[src/rfps_pkg.sv]
`timescale 1ns / 1ps
`default_nettype none
// ----------------------------------------------------------------------------
// Rotating fanout peer select - shared types and constants
// Request, response and classified-request structs used across the block.
// ----------------------------------------------------------------------------
package rfps_pkg;

    localparam int MASK_W  = 32;
    localparam int CNT_W   = 6;
    localparam int IDX_W   = 5;
    localparam int SEQ_W   = 64;
    localparam int FANO_W  = 8;
    localparam int DIGIT_W = 8;
    localparam int STAGES  = SEQ_W / DIGIT_W;

    // Configuration register indexes.
    localparam logic REG_FANOUT = 1'b0;

    typedef struct packed {
        logic [MASK_W-1:0] peer_ready_mask;
        logic              exclude_valid;
        logic [IDX_W-1:0]  exclude_index;
        logic [SEQ_W-1:0]  event_seq;
    } t_req;

    typedef struct packed {
        logic [MASK_W-1:0] send_mask;
        logic [CNT_W-1:0]  sent_count;
        logic [CNT_W-1:0]  eligible_count;
    } t_rsp;

    // A request after classification: who is eligible, how many, and the
    // fanout already limited to the eligible count (zero when nothing goes out).
    typedef struct packed {
        logic [MASK_W-1:0] elig_mask;
        logic [CNT_W-1:0]  elig_count;
        logic [CNT_W-1:0]  fanout_eff;
        logic [SEQ_W-1:0]  event_seq;
    } t_cls;

endpackage
`default_nettype wire

[src/rotating_fanout_peer_select_core.sv]
`timescale 1ns / 1ps
`default_nettype none
// ----------------------------------------------------------------------------
// Rotating fanout peer select core
// Picks a rotating run of eligible peer links for each event to be sent to.
// ----------------------------------------------------------------------------
//
//  Channel   | Direction | Handshake                         | Payload
//  ----------+-----------+-----------------------------------+----------------
//  request   | in        | start, taken when busy is low     | i_req (t_req)
//  response  | out       | o_done strobe, one cycle, no hold | o_rsp (t_rsp)
//  config    | in/out    | APB write/read, pready tied high  | fanout @ 0x0
//
// One request can be accepted every clock cycle. Its response appears on
// o_rsp with o_done high once the request has passed, in order, the
// decoupling queue, the modulo pipeline (eight sequence bits per stage)
// and the output register. busy rises only if the two-entry queue fills,
// which the back end never allows since it drains every cycle.
// Synchronous active-low reset clears all valid flags and sets fanout to 2.
// The receiver cannot stall, so responses are never held back.
//
// The front part masks the ready links with the excluded link and the peer
// limit, counts them and limits the fanout. The back part computes the
// sequence number modulo the eligible count one digit per stage and finally
// ranks each eligible peer by the number of eligible peers below it,
// selecting the run that starts at the rotation and wraps.
// ----------------------------------------------------------------------------
module rotating_fanout_peer_select_core #(
    parameter int MAX_PEERS = 32
) (
    input  wire logic           i_clk,
    input  wire logic           i_rst_n,
    // Request channel.
    input  wire logic           start,
    output logic                busy,
    input  wire rfps_pkg::t_req i_req,
    // Response channel.
    output logic                o_done,
    output rfps_pkg::t_rsp      o_rsp,
    // Configuration port.
    input  wire logic           psel,
    input  wire logic           penable,
    input  wire logic           pwrite,
    input  wire logic [2:0]     paddr,
    input  wire logic [31:0]    pwdata,
    output logic [31:0]         prdata,
    output logic                pready
);
    import rfps_pkg::*;

    // Configuration register. The register index is the word address.
    logic [FANO_W-1:0] r_fanout;
    logic              cfg_wr;

    assign pready = 1'b1;
    assign cfg_wr = psel && penable && pwrite && pready;

    always_ff @(posedge i_clk) begin
        if (!i_rst_n) begin
            r_fanout <= FANO_W'(2);
        end else if (cfg_wr && paddr[2] == REG_FANOUT) begin
            r_fanout <= pwdata[FANO_W-1:0];
        end
    end

    always_comb begin
        if (paddr[2] == REG_FANOUT) begin
            prdata = {{(32-FANO_W){1'b0}}, r_fanout};
        end else begin
            prdata = '0;
        end
    end

    // Front: classify the request as it is accepted.
    t_cls front_cls;
    logic accept;

    assign accept = start && !busy;

    rfps_front #(
        .MAX_PEERS (MAX_PEERS)
    ) u_front (
        .i_req    (i_req),
        .i_fanout (r_fanout),
        .o_cls    (front_cls)
    );

    // Queue between the front and back parts.
    logic q_empty;
    t_cls q_data;

    rfps_queue u_queue (
        .i_clk   (i_clk),
        .i_rst_n (i_rst_n),
        .i_push  (accept),
        .i_data  (front_cls),
        .i_pop   (!q_empty),
        .o_full  (busy),
        .o_empty (q_empty),
        .o_data  (q_data)
    );

    // Back: the back end takes a queued request every cycle one is present.
    rfps_back u_back (
        .i_clk   (i_clk),
        .i_rst_n (i_rst_n),
        .i_valid (!q_empty),
        .i_cls   (q_data),
        .o_done  (o_done),
        .o_rsp   (o_rsp)
    );

endmodule
`default_nettype wire

[src/rfps_front.sv]
`timescale 1ns / 1ps
`default_nettype none
// ----------------------------------------------------------------------------
// Rotating fanout peer select - front classifier
// Builds the eligible peer mask, counts it and limits the fanout.
// ----------------------------------------------------------------------------
module rfps_front #(
    parameter int MAX_PEERS = 32
) (
    input  wire rfps_pkg::t_req              i_req,
    input  wire logic [rfps_pkg::FANO_W-1:0] i_fanout,
    output rfps_pkg::t_cls                   o_cls
);
    import rfps_pkg::*;

    localparam int Lim = (MAX_PEERS > MASK_W) ? MASK_W : MAX_PEERS;

    logic [MASK_W-1:0] elig;
    logic [CNT_W-1:0]  cnt;
    logic [CNT_W-1:0]  fo;

    always_comb begin
        for (int i = 0; i < MASK_W; i++) begin
            elig[i] = (i < Lim) && i_req.peer_ready_mask[i]
                      && !(i_req.exclude_valid && (i_req.exclude_index == IDX_W'(i)));
        end
        cnt = CNT_W'($countones(elig));
    end

    always_comb begin
        if (cnt == '0 || i_fanout == '0) begin
            fo = '0;
        end else if (i_fanout > {{(FANO_W-CNT_W){1'b0}}, cnt}) begin
            fo = cnt;
        end else begin
            fo = i_fanout[CNT_W-1:0];
        end
    end

    assign o_cls.elig_mask  = elig;
    assign o_cls.elig_count = cnt;
    assign o_cls.fanout_eff = fo;
    assign o_cls.event_seq  = i_req.event_seq;

endmodule
`default_nettype wire

[src/rfps_queue.sv]
`timescale 1ns / 1ps
`default_nettype none
// ----------------------------------------------------------------------------
// Rotating fanout peer select - decoupling queue
// Two-entry queue of classified requests between the front and back parts.
// ----------------------------------------------------------------------------
module rfps_queue (
    input  wire logic           i_clk,
    input  wire logic           i_rst_n,
    input  wire logic           i_push,
    input  wire rfps_pkg::t_cls i_data,
    input  wire logic           i_pop,
    output logic                o_full,
    output logic                o_empty,
    output rfps_pkg::t_cls      o_data
);
    import rfps_pkg::*;

    t_cls       r_mem [2];
    logic       r_wptr, r_rptr;
    logic [1:0] r_count;
    logic       n_wptr, n_rptr;
    logic [1:0] n_count;
    logic       push_ok, pop_ok;

    assign o_full  = (r_count == 2'd2);
    assign o_empty = (r_count == 2'd0);
    assign o_data  = r_mem[r_rptr];
    assign push_ok = i_push && !o_full;
    assign pop_ok  = i_pop && !o_empty;

    always_comb begin
        n_wptr  = push_ok ? ~r_wptr : r_wptr;
        n_rptr  = pop_ok ? ~r_rptr : r_rptr;
        n_count = r_count + {1'b0, push_ok} - {1'b0, pop_ok};
    end

    always_ff @(posedge i_clk) begin
        if (!i_rst_n) begin
            r_wptr  <= 1'b0;
            r_rptr  <= 1'b0;
            r_count <= 2'd0;
        end else begin
            r_wptr  <= n_wptr;
            r_rptr  <= n_rptr;
            r_count <= n_count;
        end
    end

    always_ff @(posedge i_clk) begin
        if (push_ok) begin
            r_mem[r_wptr] <= i_data;
        end
    end

endmodule
`default_nettype wire

[src/rfps_back.sv]
`timescale 1ns / 1ps
`default_nettype none
// ----------------------------------------------------------------------------
// Rotating fanout peer select - back end
// Pipelined sequence-modulo-count and ranked peer selection.
// ----------------------------------------------------------------------------
module rfps_back (
    input  wire logic           i_clk,
    input  wire logic           i_rst_n,
    input  wire logic           i_valid,
    input  wire rfps_pkg::t_cls i_cls,
    output logic                o_done,
    output rfps_pkg::t_rsp      o_rsp
);
    import rfps_pkg::*;

    // One radix-2 remainder step per sequence bit, a digit per stage.
    function automatic logic [CNT_W-1:0] f_mod_digit(input logic [CNT_W-1:0] rem,
                                                     input logic [DIGIT_W-1:0] dig,
                                                     input logic [CNT_W-1:0] n);
        logic [CNT_W:0]   t;
        logic [CNT_W-1:0] r;
        r = rem;
        for (int j = DIGIT_W - 1; j >= 0; j--) begin
            t = {r, dig[j]};
            if (t >= {1'b0, n}) begin
                t = t - {1'b0, n};
            end
            r = t[CNT_W-1:0];
        end
        return r;
    endfunction

    function automatic logic [CNT_W-1:0] f_count_below(input logic [MASK_W-1:0] m,
                                                       input int unsigned pos);
        logic [CNT_W-1:0] c;
        c = '0;
        for (int unsigned j = 0; j < MASK_W; j++) begin
            if (j < pos && m[j]) begin
                c = c + CNT_W'(1);
            end
        end
        return c;
    endfunction

    logic             r_vld [STAGES];
    t_cls             r_cls [STAGES];
    logic [CNT_W-1:0] r_rem [STAGES];

    genvar s;
    generate
        for (s = 0; s < STAGES; s++) begin : g_stage
            logic             vld_in;
            t_cls             cls_in;
            logic [CNT_W-1:0] rem_in;

            if (s == 0) begin : g_first
                assign vld_in = i_valid;
                assign cls_in = i_cls;
                assign rem_in = '0;
            end else begin : g_next
                assign vld_in = r_vld[s-1];
                assign cls_in = r_cls[s-1];
                assign rem_in = r_rem[s-1];
            end

            always_ff @(posedge i_clk) begin
                if (!i_rst_n) begin
                    r_vld[s] <= 1'b0;
                end else begin
                    r_vld[s] <= vld_in;
                end
            end

            always_ff @(posedge i_clk) begin
                r_cls[s] <= cls_in;
                r_rem[s] <= f_mod_digit(rem_in,
                                        cls_in.event_seq[SEQ_W-1-s*DIGIT_W -: DIGIT_W],
                                        cls_in.elig_count);
            end
        end
    endgenerate

    // Selection: the run of eligible peers from number rot, fanout long, wrapping.
    t_cls             last;
    logic [CNT_W-1:0] rot;
    logic [CNT_W:0]   run_end;
    logic             wrap;
    logic [CNT_W-1:0] wrap_end;
    logic [MASK_W-1:0] sel;
    logic [CNT_W-1:0] k;

    assign last     = r_cls[STAGES-1];
    assign rot      = r_rem[STAGES-1];
    assign run_end  = {1'b0, rot} + {1'b0, last.fanout_eff};
    assign wrap     = run_end > {1'b0, last.elig_count};
    assign wrap_end = CNT_W'(run_end - {1'b0, last.elig_count});

    always_comb begin
        for (int i = 0; i < MASK_W; i++) begin
            k = f_count_below(last.elig_mask, i);
            if (wrap) begin
                sel[i] = last.elig_mask[i] && ((k >= rot) || (k < wrap_end));
            end else begin
                sel[i] = last.elig_mask[i] && (k >= rot) && ({1'b0, k} < run_end);
            end
        end
    end

    logic r_done;
    t_rsp r_rsp;

    always_ff @(posedge i_clk) begin
        if (!i_rst_n) begin
            r_done <= 1'b0;
        end else begin
            r_done <= r_vld[STAGES-1];
        end
    end

    always_ff @(posedge i_clk) begin
        r_rsp.send_mask      <= sel;
        r_rsp.sent_count     <= last.fanout_eff;
        r_rsp.eligible_count <= last.elig_count;
    end

    assign o_done = r_done;
    assign o_rsp  = r_rsp;

endmodule
`default_nettype wire

[config.mk]
export PLATFORM = sky130hd
export DESIGN_NAME = rotating_fanout_peer_select_core
export DESIGN_NICKNAME = d
export VERILOG_FILES = /design/src/rfps_pkg.sv /design/src/rotating_fanout_peer_select_core.sv /design/src/rfps_front.sv /design/src/rfps_queue.sv /design/src/rfps_back.sv
export SDC_FILE = /design/constraint.sdc
export NUM_CORES = 2
export LEC_CHECK = 0
export BUFFER_PORTS_ARGS = -buffer_cell sky130_fd_sc_hd__buf_2
export CORE_MARGIN = 2
export CORE_UTILIZATION = 35
export DETAILED_ROUTE_END_ITERATION = 10
export GPL_ROUTABILITY_DRIVEN = 0
export HOLD_SLACK_MARGIN = 0.06
export SYNTH_ARGS = -nofsm -noshare
export SYNTH_HDL_FRONTEND = slang
export SYNTH_SLANG_ARGS = --single-unit
[constraint.sdc]
create_clock -name i_clk -period 29.9 [get_ports i_clk]
set_input_delay 5.98 -clock i_clk [delete_from_list [all_inputs] [get_ports i_clk]]
set_output_delay 5.98 -clock i_clk [all_outputs]
set_load 0.01 [all_outputs]
==> metrics.md <==
| Metric | Value |
|---|---|
| Grt met2 use | 26.2% |
| FF+latch area | 20300 sq um |
| Clk sinks | 906 |
| Clock tree buffer depth | 3 |
| Hold-fix buffers, CTS | 0 |
| DRT antenna net count | 0 |
| Period utilization | 64.3% |
| First-pass GRT wire length | 215 mm |
| Die area | 165000 sq um |
| Max incr delay on CP | 0.46 ns |
| Post-Syn Area per Cell | 10.3 sq um |
| Synth cell types | 119 |
| Hold Fails Final Rpt | 0 |
| I/O pin count | around 220 |
| Setup crit start kind | register |
| CP Max Fanout | 8 |
| Synth warn | 0 |
| GRT met3 Usage | 2.26% |
| CTS tree | built |
| Slew HR | approximately 16% |
| Worst-margin pin slew | 1.24 ns |
| WP data required | 30.52 ns |
| Status | complete, no violations |
| Hold slack | 0.296 ns |
| Cell Rows | 147 |
| Sequential share of the synthesized area | 35.8% |
| Post_cts resized | 0 |
| Final wirelength | between 100 and 150 mm |
| Tot GR Track Use | 16.3% |
| Placed instance area | 60100 sq um |
| Asr flop ratio synth | 0% |
| Skew final | 0.0819 ns |
| Die H | 407 microns |
| Port-buffer cells | 170 |
| Post-layout minimum cycle time | 19.23 ns |
| Detailed router's first-iteration violation count | 1982 |
| # H-tree levels | 3 |
| Worst path slowest cell | ha_1 |
| Final setup viols | 0 |
| Dpl hpwl | a little under 100 mm |
| Routed vias | 39.9k |
| Final non-filler cell area | 63500 sq um |
| CP Capture Type | register |
| Postcts setup bufs | 0 |
| Vias per inst | 5.00 |
| Grt ovf | 0 |
| Max Slew Vio Count | 0 |
| Core Region | 161000 sq um |
| First drt pass iteration count | 7 |
| Register bit count reported by yosys | 906 |
| GRT busiest layer | met2 |
| Reg clk slew, reported paths | 0.06 ns |
| Footprint of the multi-input gates | 34500 sq um |
| Largest net degree at the start of global routing | between 60 and 70 |
| Worst EP arrival | around 20 ns |
| NumNets Final | 6821 |
| Most used cell, CP | ha_1 |
| Worst setup margin | 10.67 ns |
| Post-synth EDFFs | 216 |
| Layout cells sized above 1 | 13.0% |
| RSZ-0062 raised after global routing | no |
| Cells after synthesis | between 5k and 6k |
| Hold Crit Class | reg -> reg |
| Skew-Pair Late Insertion Delay | roughly 0.74 ns |
| Root Buffer | clkbuf_16 |
| Initial Utilization | 35.3% |
| Crit Path Class | reg -> reg |
| Synthesis-to-layout area growth | 12.0% |
| Drt wl/cell | 16.9 microns |
| Max-Cap Viols | 0 |
| Setup TNS | 0 ns |
| Routing usage on met1 | between 20% and 30% |
| Initial antenna violation count | 5 |
| Peak Freq | approximately 0.052 GHz |
| Residual DRC | 0 |
| Ys flop type | dfxtp_1 |
| Fill cells | 15.7k |
| Vias in the first global route | 39.8k |
| TritonCTS buffer count | 97 |
| Pre-CTS setup slack | 11.01 ns |
| Chip width | 407 microns |
| Synthesized area | ~57000 sq um |
[per-layer routing]
metal,wire length [microns],vias up,share of wire [%]
met1,64700,18800,48
met2,59900,770,44
met3,6220,222,4.6
met5,0,-,0
met4,4080,0,3.0
li1,-,20100,-
[metrics by stage]
| step | instances | utilization (%) |
|---|---|---|
| global route | 7973 | 39.5 |
| global placement | 7790 | 37.4 |
| CTS | 7973 | 39.5 |
| finish | 7976 | 39.5 |
| floorplan | 5530 | - |
| detailed placement | 7790 | 37.4 |
[critical path, delay by kind of cell (launching register included)]
kind	cells	cell delay [ns]
AO/OA/AOI/OAI	26	5.52
adder cells (fa/ha/maj)	17	5.39
AND/OR/NAND/NOR	24	3.54
XOR/XNOR	9	1.98
multiplexers	5	1.59
buffers and inverters	6	0.73
flip-flops	1	0.39
[logic make-up (layout without fill, tap and decap cells)]
logic type	after synthesis	in the layout	synth area share, %
other	2	43	0.0132
buffers and inverters	503	786	3.74
AND/OR/NAND/NOR	1118	1118	9.90
flip-flops	906	906	35.8
multiplexers	346	346	6.69
adder cells (fa/ha/maj)	949	949	22.1
XOR/XNOR	423	423	7.92
AO/OA/AOI/OAI	1245	1245	13.8
[synthesized netlist by cell type, drive strengths merged (109+ instances only)]
cell type  instances  area share (%)
nor2b            109             1.2
nand2            329             2.2
inv              396             2.6
edfxtp           216              11
a21oi            394             3.5
dfxtp            690              24
nor2             259             1.7
mux2             252             5.0
o21ai            296             2.6
nand2b           125             1.4
a21o             210             2.8
ha               860              19
xnor2            308             5.5
[cell usage in the layout, fill, tap and decap left out, drive strengths merged, types with 31 or more instances in the layout]
cell	count
a21boi	45
a21o	210
a21oi	394
and3	43
buf	207
clkbuf	123
clkinv	31
conb	40
dfxtp	690
edfxtp	216
fa	89
ha	860
inv	410
mux2	252
mux2i	94
nand2	329
nand2b	125
nand3	43
nand4	67
nor2	259
nor2b	109
o21a	43
o21ai	296
o21bai	34
xnor2	308
xor2	97
[layout make-up]
type | instances | share of cell area [%]
diodes | 3 | 0.0118
well taps | 2160 | 4.25
clock inverters | 60 | 1.17
clock buffers | 123 | 4.18
inverters | 396 | 2.35
multi-input cells | 4121 | 54.3
repair buffers | 207 | 1.78
flip-flops and latches | 906 | 32.0
[worst paths after layout]
| kind | startpoint | to | cells after the start | slack (ns) |
|---|---|---|---|---|
| worst max-delay path | u_back.r_cls[1][400] | u_back.o_rsp[43] | 87 | 10.67 |
| worst min register to register | u_back.r_cls[1][10] | u_back.r_cls[1][118] | 0 | 0.30 |
| worst min-delay path | u_back.r_cls[1][10] | u_back.r_cls[1][118] | 0 | 0.30 |
| worst max register to register | u_back.r_cls[1][400] | u_back.o_rsp[43] | 87 | 10.67 |
[state kept, by name (all words and copies together), names as in the netlist, named ones only]
register	cells
u_back.r_vld	8
u_back.r_rem	48
r_fanout	8
u_queue.r_mem	216
u_queue.r_wptr	1
u_back.o_done	1
u_back.o_rsp	44
u_queue.r_count	2
u_back.r_cls	576
u_queue.r_rptr	1
Power is left out: the tool's default activity adds up to more than one toggle a clock period on the data nets, which glitch-free logic cannot reach.
